[src/design/lpc_pkg.sv]
// lpc_pkg: shared types, command and result codes for the layered pixel compositor
// used by lpc_addr_unit, lpc_mem and layered_pixel_compositor; no dependencies
package lpc_pkg;

   localparam int DEF_LAYERS = 16;
   localparam int DEF_WIDTH  = 64;
   localparam int DEF_HEIGHT = 64;

   localparam int CMD_W   = 3;
   localparam int COORD_W = 10;
   localparam int LNUM_W  = 5;
   localparam int CHAN_W  = 8;
   localparam int COLOR_W = 3 * CHAN_W;
   localparam int KIND_W  = 2;

   localparam logic [CMD_W-1:0] CMD_WRITE  = 3'd0;
   localparam logic [CMD_W-1:0] CMD_SELECT = 3'd1;
   localparam logic [CMD_W-1:0] CMD_FRAME  = 3'd2;
   localparam logic [CMD_W-1:0] CMD_CLEAR  = 3'd3;
   localparam logic [CMD_W-1:0] CMD_READ   = 3'd4;

   localparam logic [KIND_W-1:0] KIND_DRAW  = 2'd0;
   localparam logic [KIND_W-1:0] KIND_FRAME = 2'd1;
   localparam logic [KIND_W-1:0] KIND_READ  = 2'd2;

   typedef logic [COLOR_W-1:0] color_type;

   typedef enum logic [1:0] {
      UOP_PIX  = 2'd0,
      UOP_BASE = 2'd1,
      UOP_DOWN = 2'd2
   } uop_type;

   typedef struct packed {
      logic store_we;
      logic map_we;
   } mem_ctl_type;

endpackage

[src/design/lpc_addr_unit.sv]
// lpc_addr_unit: shared multiply-add unit for pixel index and layer store addresses
// depends on lpc_pkg
module lpc_addr_unit #(
   parameter int LAYERS = lpc_pkg::DEF_LAYERS,
   parameter int WIDTH  = lpc_pkg::DEF_WIDTH,
   parameter int HEIGHT = lpc_pkg::DEF_HEIGHT,
   parameter int LAY_W  = 4,
   parameter int PIX_W  = 12,
   parameter int ADDR_W = 16
) (
   input  lpc_pkg::uop_type                op,
   input  logic [lpc_pkg::COORD_W-1:0]     pos_x,
   input  logic [lpc_pkg::COORD_W-1:0]     pos_y,
   input  logic [LAY_W-1:0]                layer,
   input  logic [PIX_W-1:0]                pix,
   input  logic [ADDR_W-1:0]               addr,
   output logic [ADDR_W-1:0]               result
);
   import lpc_pkg::*;

   localparam int PIXELS = WIDTH * HEIGHT;
   localparam logic [ADDR_W-1:0] K_WIDTH = ADDR_W'(WIDTH);
   localparam logic [ADDR_W-1:0] K_PIX   = ADDR_W'(PIXELS);
   localparam logic [ADDR_W-1:0] K_ONE   = ADDR_W'(1);
   localparam logic [ADDR_W-1:0] K_NEG   = ADDR_W'(-PIXELS);

   logic [ADDR_W-1:0] a;
   logic [ADDR_W-1:0] k;
   logic [ADDR_W-1:0] b;

   always_comb begin
      case (op)
         UOP_PIX: begin
            a = ADDR_W'(pos_y);
            k = K_WIDTH;
            b = ADDR_W'(pos_x);
         end
         UOP_BASE: begin
            a = ADDR_W'(layer);
            k = K_PIX;
            b = ADDR_W'(pix);
         end
         UOP_DOWN: begin
            a = addr;
            k = K_ONE;
            b = K_NEG;
         end
         default: begin
            a = '0;
            k = '0;
            b = '0;
         end
      endcase
   end

   assign result = a * k + b;

endmodule

[config.mk]
export PLATFORM = sky130hd
export DESIGN_NAME = lpc_addr_unit
export DESIGN_NICKNAME = d
export VERILOG_FILES = /design/src/design/lpc_pkg.sv /design/src/design/lpc_addr_unit.sv
export SDC_FILE = /design/constraint.sdc
export NUM_CORES = 1
export LEC_CHECK = 0
export BUFFER_PORTS_ARGS = -buffer_cell sky130_fd_sc_hd__buf_2
export CORE_ASPECT_RATIO = 1.1
export CORE_MARGIN = 4
export CORE_UTILIZATION = 47
export DETAILED_ROUTE_END_ITERATION = 8
export PLACE_DENSITY = 0.88
export SYNTH_ARGS = -nofsm -noshare
export SYNTH_HDL_FRONTEND = slang
export SYNTH_SLANG_ARGS = --single-unit
[constraint.sdc]
create_clock -name vclk -period 4.2
set_clock_uncertainty 0.2 [all_clocks]
set_input_delay 0.21 -clock vclk [all_inputs]
set_output_delay 0.21 -clock vclk [all_outputs]
set_load 0.05 [all_outputs]
# Word level (Yosys, flattened, before mapping)
# Index checks and enable logic that the tools add are counted.
# Widths: inputs -> output; s select.
# totals
register_bits	0
inputBits	54
output_inout_bits	16
elab_cells	8
# op_classes
addsub	1
n_mul	1
eq_ne	2
mux	3
reduce_logical	1
# ops
op	count
$pmux 16 s3	2
$pmux 13 s3	1
$add 16x16->16	1
$mul 16x16->16	1
$eq 2x1->1 const B	1
$eq 2x2->1 const B	1
$logic_not 2->1	1

# Logic depth before layout (Yosys ltp)
# Gate-level depths: netlist (run 1).
# logic_depth
depth_word	4
depth_mapped	18
depth_no_buf	16

# Worst setup path before layout (run 1)
# No wires, ideal clock.
# synth_path
path_kind	in2out
start	in op[0]
end	out result[14]
t_arrival_ps	4615
slack_ps	-825
path_stages	18
cell_sequence	clkbuf_1 buf_2 nor2_1 and2_1 ha_1 inv_1 fa_1 inv_1 ha_1 inv_1 fa_1 inv_1 ha_1 o21a_1 o21a_1 o211ai_1 nand2_1 nor3_1
# synth_via
elab_chain_len	4
elab_cells_between_ends	8
classes_between	1 x add/sub; 1 x mul; 2 x eq/ne; 3 x mux; 1 x reduce/logical
# synth_lines
element	line_no	source
start: declaration	lpc_addr_unit.sv:11	input lpc_pkg::uop_type op,
$eq 2x2->1 (tied with other cells)	lpc_addr_unit.sv:32	case (op)
$pmux 16 s3 or $pmux 13 s3 (tied branches)	lpc_addr_unit.sv:32	
$mul 16x16->16	lpc_addr_unit.sv:56	assign result = a * k + b;
$add 16x16->16 (*)	lpc_addr_unit.sv:56	
end: declaration	lpc_addr_unit.sv:17	output logic [ADDR_W-1:0] result
# Mark *: on every way between the ends. The rest lies on a longest branch, timed or not.

# Worst setup path in the final report (run 1)
# Ends and elaborated chain as after synthesis.

==> summary.txt, run 1 <==
Layout
  – Final Non-Filler Cells: 349
  – Layout cells sized above 1: 0.352
  – Storage cell area: 0 um^2
  – Antenna cells: 0
  – Nets@finish: 407
  – Seq Cell Count: 0
  – # clk buffers: 0
  – Area grow syn2layout: 36.4%
  – Fill count: 290

Logic synthesis
  – Ys Warns: 0
  – Leading post-synthesis cells by cell area: ha_1 29%, fa_1 12%, and2_1 9.8%
  – Syn nets: 325
  – Post-Syn Instances: 221
  – Top-count cell post-synth: ha_1
  – Mapped cell area: 1720 um^2
  – Mean post-synth cell area: 7.80 um^2
  – Top-area cell type share of the netlist area: 0.290
  – Most frequent cells after synthesis: 40 x ha_1, 37 x inv_1, 27 x and2_1
  – Yosys cell types: 35
  – Register area share after synthesis: 0
  – Synth area leader: ha_1

Floorplanning
  – Full die area: 4700 um^2
  – Rows: 22
  – Die Width: 65.8 um
  – Core Footprint: 3440 um^2
  – Die height: 71.5 um
  – Starting Density: 0.501
  – Ports: 70

Setup path
  – Max stage delay on crit path: 0.53 ns
  – Critical path's most frequent cell: inv_1
  – WP data arrival: 3.66 ns
  – CP startpoint: op[0]
  – Critical path endpoint: result[14]
  – Crit path kind: in2out
  – CP max-delay cell: fa_1
  – Crit path cell chain: buf_2, nor2b_2, and2_1, ha_1, inv_1, fa_1, inv_1, ha_1, inv_1, fa_1, inv_2, ha_4, a21o_1, or2_4, a221o_1, nand2_2, nor3_4, buf_6
  – WP data required: 3.79 ns
  – Worst Setup End Kind: primary output
  – CP Launch Type: input pin
  – Crit-path max FO: 5

Placed design
  – Gpl congestion: 0.816
  – Worst slack, placed: -0.143 ns
  – Dpl hpwl: 3700 um
  – Placed insts: 349
  – Input/output buffers: 70

Pwr
  – Tot Pwr: 0.000388 W
  – Maximum vdd ir drop: 0.000119 V
  – Pwr Density: 165 nW/um^2
  – Leak pwr: 1.36 nW

STA
  – Rel. slew slack: 0.672
  – Final Critical Period: 4.07 ns
  – Final Max Tran Viols: 0
  – Fin crit share: 0.969
  – Hold Vio Cnt, Final: 0
  – Tightest Pin Transition: 0.488 ns
  – Fmax: 0.246 GHz
  – Setup-failing EPs final: 0
  – Final worst setup slack: 0.129 ns

Status
  – Outcome: finished, final reports clean

Route
  – DR DRC count: 0
  – 1st-pass router iterations: 4
  – Vias post-DR: 1752
  – Post-DR wirelength/cell: 11.9 um
  – DR iter-0 viols: 30
  – Routed vias/inst: 5.02
  – Routed wire length: 4160 um
  – DRT antenna net count: 0

Global routing
  – Initial antenna violation count: 0
  – Largest net degree at the start of global routing: 13
  – First-pass GRT wire length: 7090 um
  – Global route overflow: 0
  – GRT Util Overall: 0.179
  – Vias in the first global route: 1835

Clocking
  – Post-CTS Setup Bufs: 0
  – Hold-fix buffers, CTS: 0

Min path
  – Worst Hold Class: in2out

Flow run
  – Max_cap viols: 0
through the flow:
stage                     TNS [ns]  utilization  hold WS, ns  cell area (um^2)
after floorplan             -0.237            -        0.696              1770
after global placement     -0.0486        0.658        0.756              2260
after detailed placement    -0.182        0.658        0.765              2260
after CTS                        0        0.666        0.767              2290
after global routing       -0.0226        0.683        0.797              2350
final                            0        0.683        0.760              2350
worst max-delay path: cells and delay by family:
| kind | cells | cell delay (ns) |
|---|---|---|
| buffers and inverters | 6 | 0.46 |
| adder cells (fa/ha/maj) | 5 | 1.81 |
| AND/OR/NAND/NOR | 5 | 0.68 |
| AO/OA/AOI/OAI | 2 | 0.47 |
cell families (layout without fill, tap and decap cells):
group	Yosys count	count (layout)	share of synthesized area
AO/OA/AOI/OAI	38	38	0.160
multiplexers	11	11	0.0639
AND/OR/NAND/NOR	65	65	0.198
XOR/XNOR	16	16	0.0813
adder cells (fa/ha/maj)	50	50	0.406
buffers and inverters	41	121	0.0900
cells in the final DEF, fill, tap and decap left out, types with 3 or more instances in the layout:
master   instances
nand3_1          3
ha_1            36
ha_4             3
o21a_1           4
nor3_1           3
nor2_1          13
buf_4           15
a21oi_1          7
mux2i_1         11
o21ai_0          3
and2_1          27
xnor2_1         13
a21o_1           3
nand2_1          9
inv_1           36
buf_2           65
fa_1            10
worst min-delay path by stage:
stage	startpoint	to	slack, ns	depth (start not counted)
2_1_floorplan	op[1]	result[15]	0.70	3
3_3_place_gp	addr[0]	result[0]	0.76	4
3_5_place_dp	addr[0]	result[0]	0.76	4
4_1_cts	addr[0]	result[0]	0.77	4
5_1_grt	addr[0]	result[0]	0.80	4
6_report	addr[0]	result[0]	0.76	4
cell type report:
cell class | count | area [um^2] | share of cell area
Multi-Input combinational cell | 180 | 1680 | 0.713
Tap cell | 48 | 60.1 | 0.0255
Timing Repair Buffer | 84 | 475 | 0.202
Inverter | 37 | 139 | 0.0591
what timing repair did:
| action | 4_1_cts | 5_1_grt |
|---|---|---|
| setup endpoints to repair | 2 | 5 |
| pin swaps | 0 | 9 |
| hold endpoints to repair | 0 | 0 |
| gates resized for setup | 6 | 17 |
layer usage:
metal | track usage | routed length (um) | share of wire | vias to the layer above
met5 | 0 | 0 | 0 | -
met4 | 0.0276 | 33 | 0.0079 | 0
met3 | 0.0188 | 277 | 0.067 | 4
met2 | 0.361 | 2220 | 0.53 | 58
met1 | 0.200 | 1630 | 0.39 | 788
li1 | - | - | - | 902
report_power, final:
group          internal, W  total [W]  switching (W)
Clock                    0          0              0
Combinational     0.000153   0.000388       0.000235
Sequential               0          0              0
Total             0.000153   0.000388       0.000235
(Power assumes the default switching activity.)
==> inputs of run 2 (changes only) <==
- clock period: 4.2 -> 3.5 ns (I/O delays scaled with it)
==> run 2 against run 1 <==
The flow now finishes with violations (negative setup slack). Critical path type unchanged. Non-clock buffer count grew 28. First-iteration DRC count rose to 4.9 times the previous value. Routed wire length is 87% higher. Sequential cell count unchanged. Global-route usage is 4.9 points higher.
==> summary.txt, run 2 (synthesized netlist as in run 1, its figures left out) <==
Setup path
  – Critical path's most frequent cell: inv_2
  – Crit path kind: in2out
  – CP max-delay cell: fa_1
  – Crit path cell chain: buf_8, nor2b_4, and2_4, ha_4, inv_2, fa_1, inv_2, ha_4, inv_2, fa_1, inv_2, ha_4, a21o_1, or2_4, a221o_1, nand2_2, nor3_4, buf_6
  – Worst Setup End Kind: primary output
  – CP startpoint: op[0]
  – CP delay by family, top: adder cells
  – Crit-path max FO: 4 (-1)
  – Levels on crit path: 18 (unchanged)
  – Max stage delay on crit path: 0.52 ns (about the same)
  – Buffers & Inverters on Critical Path: 6 (unchanged)
  – WP data arrival: 3.55 ns (-0.11 ns)
  – Critical path endpoint: result[14]
  – CP Launch Type: input pin
  – WP data required: 3.12 ns (-0.67 ns)

STA
  – Setup TNS Final: -1.46 ns (-1.46 ns)
  – RSZ-0062 raised after global routing: true
  – Final Critical Period: 3.93 ns
  – Fmax: 0.254 GHz
  – Setup-failing EPs final: 6 (+6)
  – Rel. slew slack: 0.658 (-0.0141)
  – Final Max Tran Viols: 0 (unchanged)
  – Final worst setup slack: -0.429 ns (-0.558 ns)
  – Fin crit share: 1.12
  – Tightest Pin Transition: 0.509 ns (+0.0210 ns)
  – Hold Vio Cnt, Final: 0 (unchanged)

Pwr
  – Tot Pwr: 0.000656 W (+69%)
  – Maximum vdd ir drop: 0.000215 V (+81%)
  – Pwr Density: 212 nW/um^2 (+29%)
  – Leak pwr: 1.57 nW (+15%)

Floorplanning
  – Die height: 71.5 um (unchanged)
  – Core Footprint: 3440 um^2 (unchanged)
  – Rows: 22 (unchanged)
  – Full die area: 4700 um^2 (unchanged)
  – Ports: 70 (unchanged)
  – Die Width: 65.8 um (unchanged)
  – Starting Density: 0.501 (unchanged)

Route
  – Vias post-DR: 2200 (+26%)
  – DRT antenna net count: 0 (unchanged)
  – DR DRC count: 0 (unchanged)
  – Routed wire length: 7790 um (+87%)
  – DR iter-0 viols: 146 (+390%)
  – 1st-pass router iterations: 6 (+2)
  – Routed vias/inst: 5.84 (+16%)
  – Post-DR wirelength/cell: 20.7 um (+73%)

Global routing
  – Vias in the first global route: 2090 (+14%)
  – Initial antenna violation count: 0 (unchanged)
  – Largest net degree at the start of global routing: 12 (-1)
  – Global route overflow: 0 (unchanged)
  – First-pass GRT wire length: 8710 um (+23%)
  – GRT Util Overall: 0.229 (+0.0495)

Layout
  – Area grow syn2layout: 79.3%
  – Nets@finish: 435 (+6.9%)
  – Antenna cells: 0 (unchanged)
  – Final Cell Area: 3090 um^2 (+32%)
  – Footprint of the multi-input gates: 2140 um^2 (+28%)
  – Commonest non-fill, non-tap cell in the layout: buf_2
  – Layout cells sized above 1: 0.599 (+0.247)
  – Storage cell area: 0 um^2 (unchanged)
  – Final Non-Filler Cells: 377 (+8.0%)
  – Most frequent cells in the layout: 61 x buf_2, 36 x buf_4, 24 x ha_4, 22 x inv_1, 19 x and2_1
  – Seq Cell Count: 0 (unchanged)
  – # clk buffers: 0 (unchanged)
  – Fill count: 137 (-53%)

Placed design
  – Input/output buffers: 70 (unchanged)
  – Worst slack, placed: -0.551 ns (-0.408 ns)
  – Dpl hpwl: 4080 um (+10%)
  – Placed insts: 366 (+4.9%)
  – Area post-placement: 2520 um^2 (+11%)
  – Gpl congestion: 0.847 (+3.8%)

Flow run
  – Max_cap viols: 0 (unchanged)

Status
  – Failing checks: negative setup slack
  – Outcome: finished with violations

Min path
  – Worst Hold Class: in2out

Clocking
  – Hold-fix buffers, CTS: 0 (unchanged)
## run 2: changes by cell type in the layout (fill, tap and decap cells not counted), moves of 7 or more
cell	previous run	this run
buf_6	2	14
ha_4	3	24
ha_1	36	16
and2_1	27	19
and2_4	0	7
inv_1	36	22
buf_4	15	36
inv_2	1	15
## run 2: power breakdown
part           internal [W]  switching [W]  total (W)
Clock                     0              0          0
Sequential                0              0          0
Combinational      0.000284       0.000372   0.000656
Total              0.000284       0.000372   0.000656
## run 2: how the worst min path moves through the flow
stage	from	endpoint	slack, ns	cells past startpoint
floorplan	op[1]	result[15]	0.63	3
global placement	addr[0]	result[0]	0.69	4
detailed placement	addr[0]	result[0]	0.69	4
CTS	addr[0]	result[0]	0.70	4
global route	addr[0]	result[0]	0.78	4
finish	addr[0]	result[0]	0.73	4
## run 2: layer usage
metal / GRT usage / wire length (um) / vias up
met5: 0 / 0 / -
met4: 0.0691 / 578 / 0
met3: 0.0188 / 455 / 61
met2: 0.474 / 4050 / 152
met1: 0.232 / 2700 / 1025
li1: - / - / 962
## run 2: cell type report
class	instances	area share
multi-input cells	180	0.694
repair buffers	112	0.242
well taps	48	0.0194
inverters	37	0.0449
## run 2: what timing repair did
| item | in CTS | in global routing |
|---|---|---|
| gates resized for setup | 37 | 59 |
| buffers inserted | 2 | 9 |
| endpoints found under the setup margin | 7 | 8 |
| pin swaps | 30 | 41 |
## run 2: through the flow
| stage | utilization | hold slack, ns |
|---|---|---|
| CTS | 0.782 | 0.697 |
| floorplan | - | 0.626 |
| global placement | 0.734 | 0.686 |
| global route | 0.899 | 0.778 |
| detailed placement | 0.734 | 0.695 |
| finish | 0.899 | 0.732 |
==> inputs of run 3 (changes only) <==
- CORE_ASPECT_RATIO: 1.1 -> 1.25
==> run 3 against run 2 <==
Fmax barely moved. Sequential share of layout area did not move. Worst hold slack got worse by 0.035 ns. Critical path type unchanged. The flow still finishes with violations (negative setup slack). Cell area fell by 1.0%.
==> summary.txt, run 3 (synthesized netlist as in run 1, its figures left out) <==
Layout
  – Most frequent cells in the layout: 60 x buf_2, 34 x buf_4, 24 x inv_1, 21 x and2_1, 20 x ha_1
  – Final Non-Filler Cells: 371 (-1.6%)
  – Footprint of the multi-input gates: 2090 um^2 (-2.7%)
  – Nets@finish: 437 (+0.46%)
  – Commonest non-fill, non-tap cell in the layout: buf_2
  – Fill count: 165 (+20%)
  – Storage cell area: 0 um^2 (unchanged)
  – # clk buffers: 0 (unchanged)
  – Seq Cell Count: 0 (unchanged)
  – Area grow syn2layout: 77.5%
  – Final Cell Area: 3060 um^2 (-1.0%)
  – Layout cells sized above 1: 0.577 (-0.0217)

Route
  – 1st-pass router iterations: 4 (-2)
  – DR iter-0 viols: 79 (-46%)
  – DR DRC count: 0 (unchanged)
  – Routed wire length: 7540 um (-3.2%)
  – DRT antenna net count: 0 (unchanged)
  – Post-DR wirelength/cell: 20.3 um (-1.7%)
  – Vias post-DR: 2194 (-0.27%)
  – Routed vias/inst: 5.91 (+1.3%)

Placed design
  – Worst slack, placed: -0.535 ns (+0.0151 ns)
  – Area post-placement: 2530 um^2 (+0.15%)
  – Placed insts: 359 (-1.9%)
  – Input/output buffers: 70 (unchanged)
  – Gpl congestion: 0.863 (+1.9%)
  – Dpl hpwl: 4150 um (+1.8%)

Pwr
  – Leak pwr: 1.60 nW (+1.5%)
  – Pwr Density: 218 nW/um^2 (+2.5%)
  – Maximum vdd ir drop: 0.000234 V (+8.9%)

Min path
  – Worst hold endpoint: result[0]
  – Hold Startpoint: addr[0]
  – Hold path cells: 4 (unchanged)
  – Worst Hold Class: in2out

Setup path
  – Worst Setup End Kind: primary output
  – Crit-path max FO: 5 (+1)
  – CP max-delay cell: fa_1
  – CP Launch Type: input pin
  – WP data arrival: 3.55 ns (about the same)
  – WP data required: 3.12 ns (about the same)
  – Crit path kind: in2out
  – Buffers & Inverters on Critical Path: 6 (unchanged)
  – Max stage delay on crit path: 0.50 ns (-0.02 ns)
  – CP delay by family, top: adder cells
  – Crit path cell chain: buf_8, nor2b_4, and2_4, ha_4, inv_2, fa_1, inv_2, ha_4, inv_2, fa_1, inv_2, ha_4, a21o_1, or2_4, a221o_1, nand2_2, nor3_4, buf_6
  – Critical path's most frequent cell: inv_2

Floorplanning
  – Die Width: 62.2 um (-5.4%)
  – Core Footprint: 3510 um^2 (+2.1%)
  – Die height: 75.7 um (+5.9%)
  – Starting Density: 0.491 (-0.0104)
  – Rows: 24 (+9.1%)
  – Full die area: 4710 um^2 (+0.10%)
  – Ports: 70 (unchanged)

STA
  – Setup-failing EPs final: 7 (+1)
  – Fmax: 0.254 GHz (about the same)
  – Tightest Pin Transition: 0.556 ns (+0.0475 ns)
  – Fin crit share: 1.12 (about the same)
  – Final worst setup slack: -0.429 ns (+0.00000800 ns)
  – Rel. slew slack: 0.626 (-0.0319)
  – Final Max Tran Viols: 0 (unchanged)
  – Hold Vio Cnt, Final: 0 (unchanged)
  – RSZ-0062 raised after global routing: true
  – Setup TNS Final: -1.53 ns (-0.0668 ns)
  – Final Critical Period: 3.93 ns (-0.00000800 ns)

Global routing
  – Largest net degree at the start of global routing: 11 (-1)
  – Vias in the first global route: 2290 (+9.6%)
  – Initial antenna violation count: 1 (+1)
  – First-pass GRT wire length: 10000 um (+15%)
  – Global route overflow: 0 (unchanged)
  – GRT Util Overall: 0.262 (+0.0334)

Flow run
  – Max_cap viols: 0 (unchanged)

Status
  – Outcome: finished with violations
  – Failing checks: negative setup slack

Clocking
  – Hold-fix buffers, CTS: 0 (unchanged)
[run 3: power by group]
group	leakage (nW)	switching (W)	total [W]	internal, W
registers	0	0	0	0
logic	1.60	0.000374	0.000666	0.000292
clock network	0.00000634	0	0.0000000000383	0.0000000000383
[run 3: metal layers]
layer,GRT usage,wire [um]
met1,0.252,2650
met2,0.543,3940
met3,0.0265,366
met4,0.149,585
met5,0,0
[run 3: how the worst max path moves through the flow]
| stage | startpoint | end | slack, ns | cells after the start |
|---|---|---|---|---|
| detailed placement | op[0] | result[14] | -0.54 | 18 |
| finish | op[0] | result[14] | -0.43 | 18 |
| CTS | op[0] | result[14] | -0.34 | 18 |
| global route | op[0] | result[14] | -0.51 | 17 |
| global placement | op[0] | result[15] | -0.49 | 18 |
| floorplan | op[0] | result[14] | -0.36 | 18 |
[run 3: layout make-up]
type	count	share of cell area
tap	39	0.0159
multi-input combinational	180	0.682
timing repair buffer	114	0.255
inverter	37	0.0462
antenna	1	0.000818
[run 3: metrics by stage]
step,power (W),hold WS (ns),utilization
6_report,0.000666,0.697,0.871
5_1_grt,0.000698,0.732,0.871
4_1_cts,0.000581,0.704,0.798
3_5_place_dp,0.000508,0.703,0.720
3_3_place_gp,0.000497,0.690,0.720
2_1_floorplan,0.000361,0.626,-
[run 3: timing repair]
action / 4_1_cts / 5_1_grt
resized for setup: 56 / 40
setup buffers: 3 / 7
endpoints found under the setup margin: 7 / 8
pin swaps: 29 / 27
cloned: 1 / 0
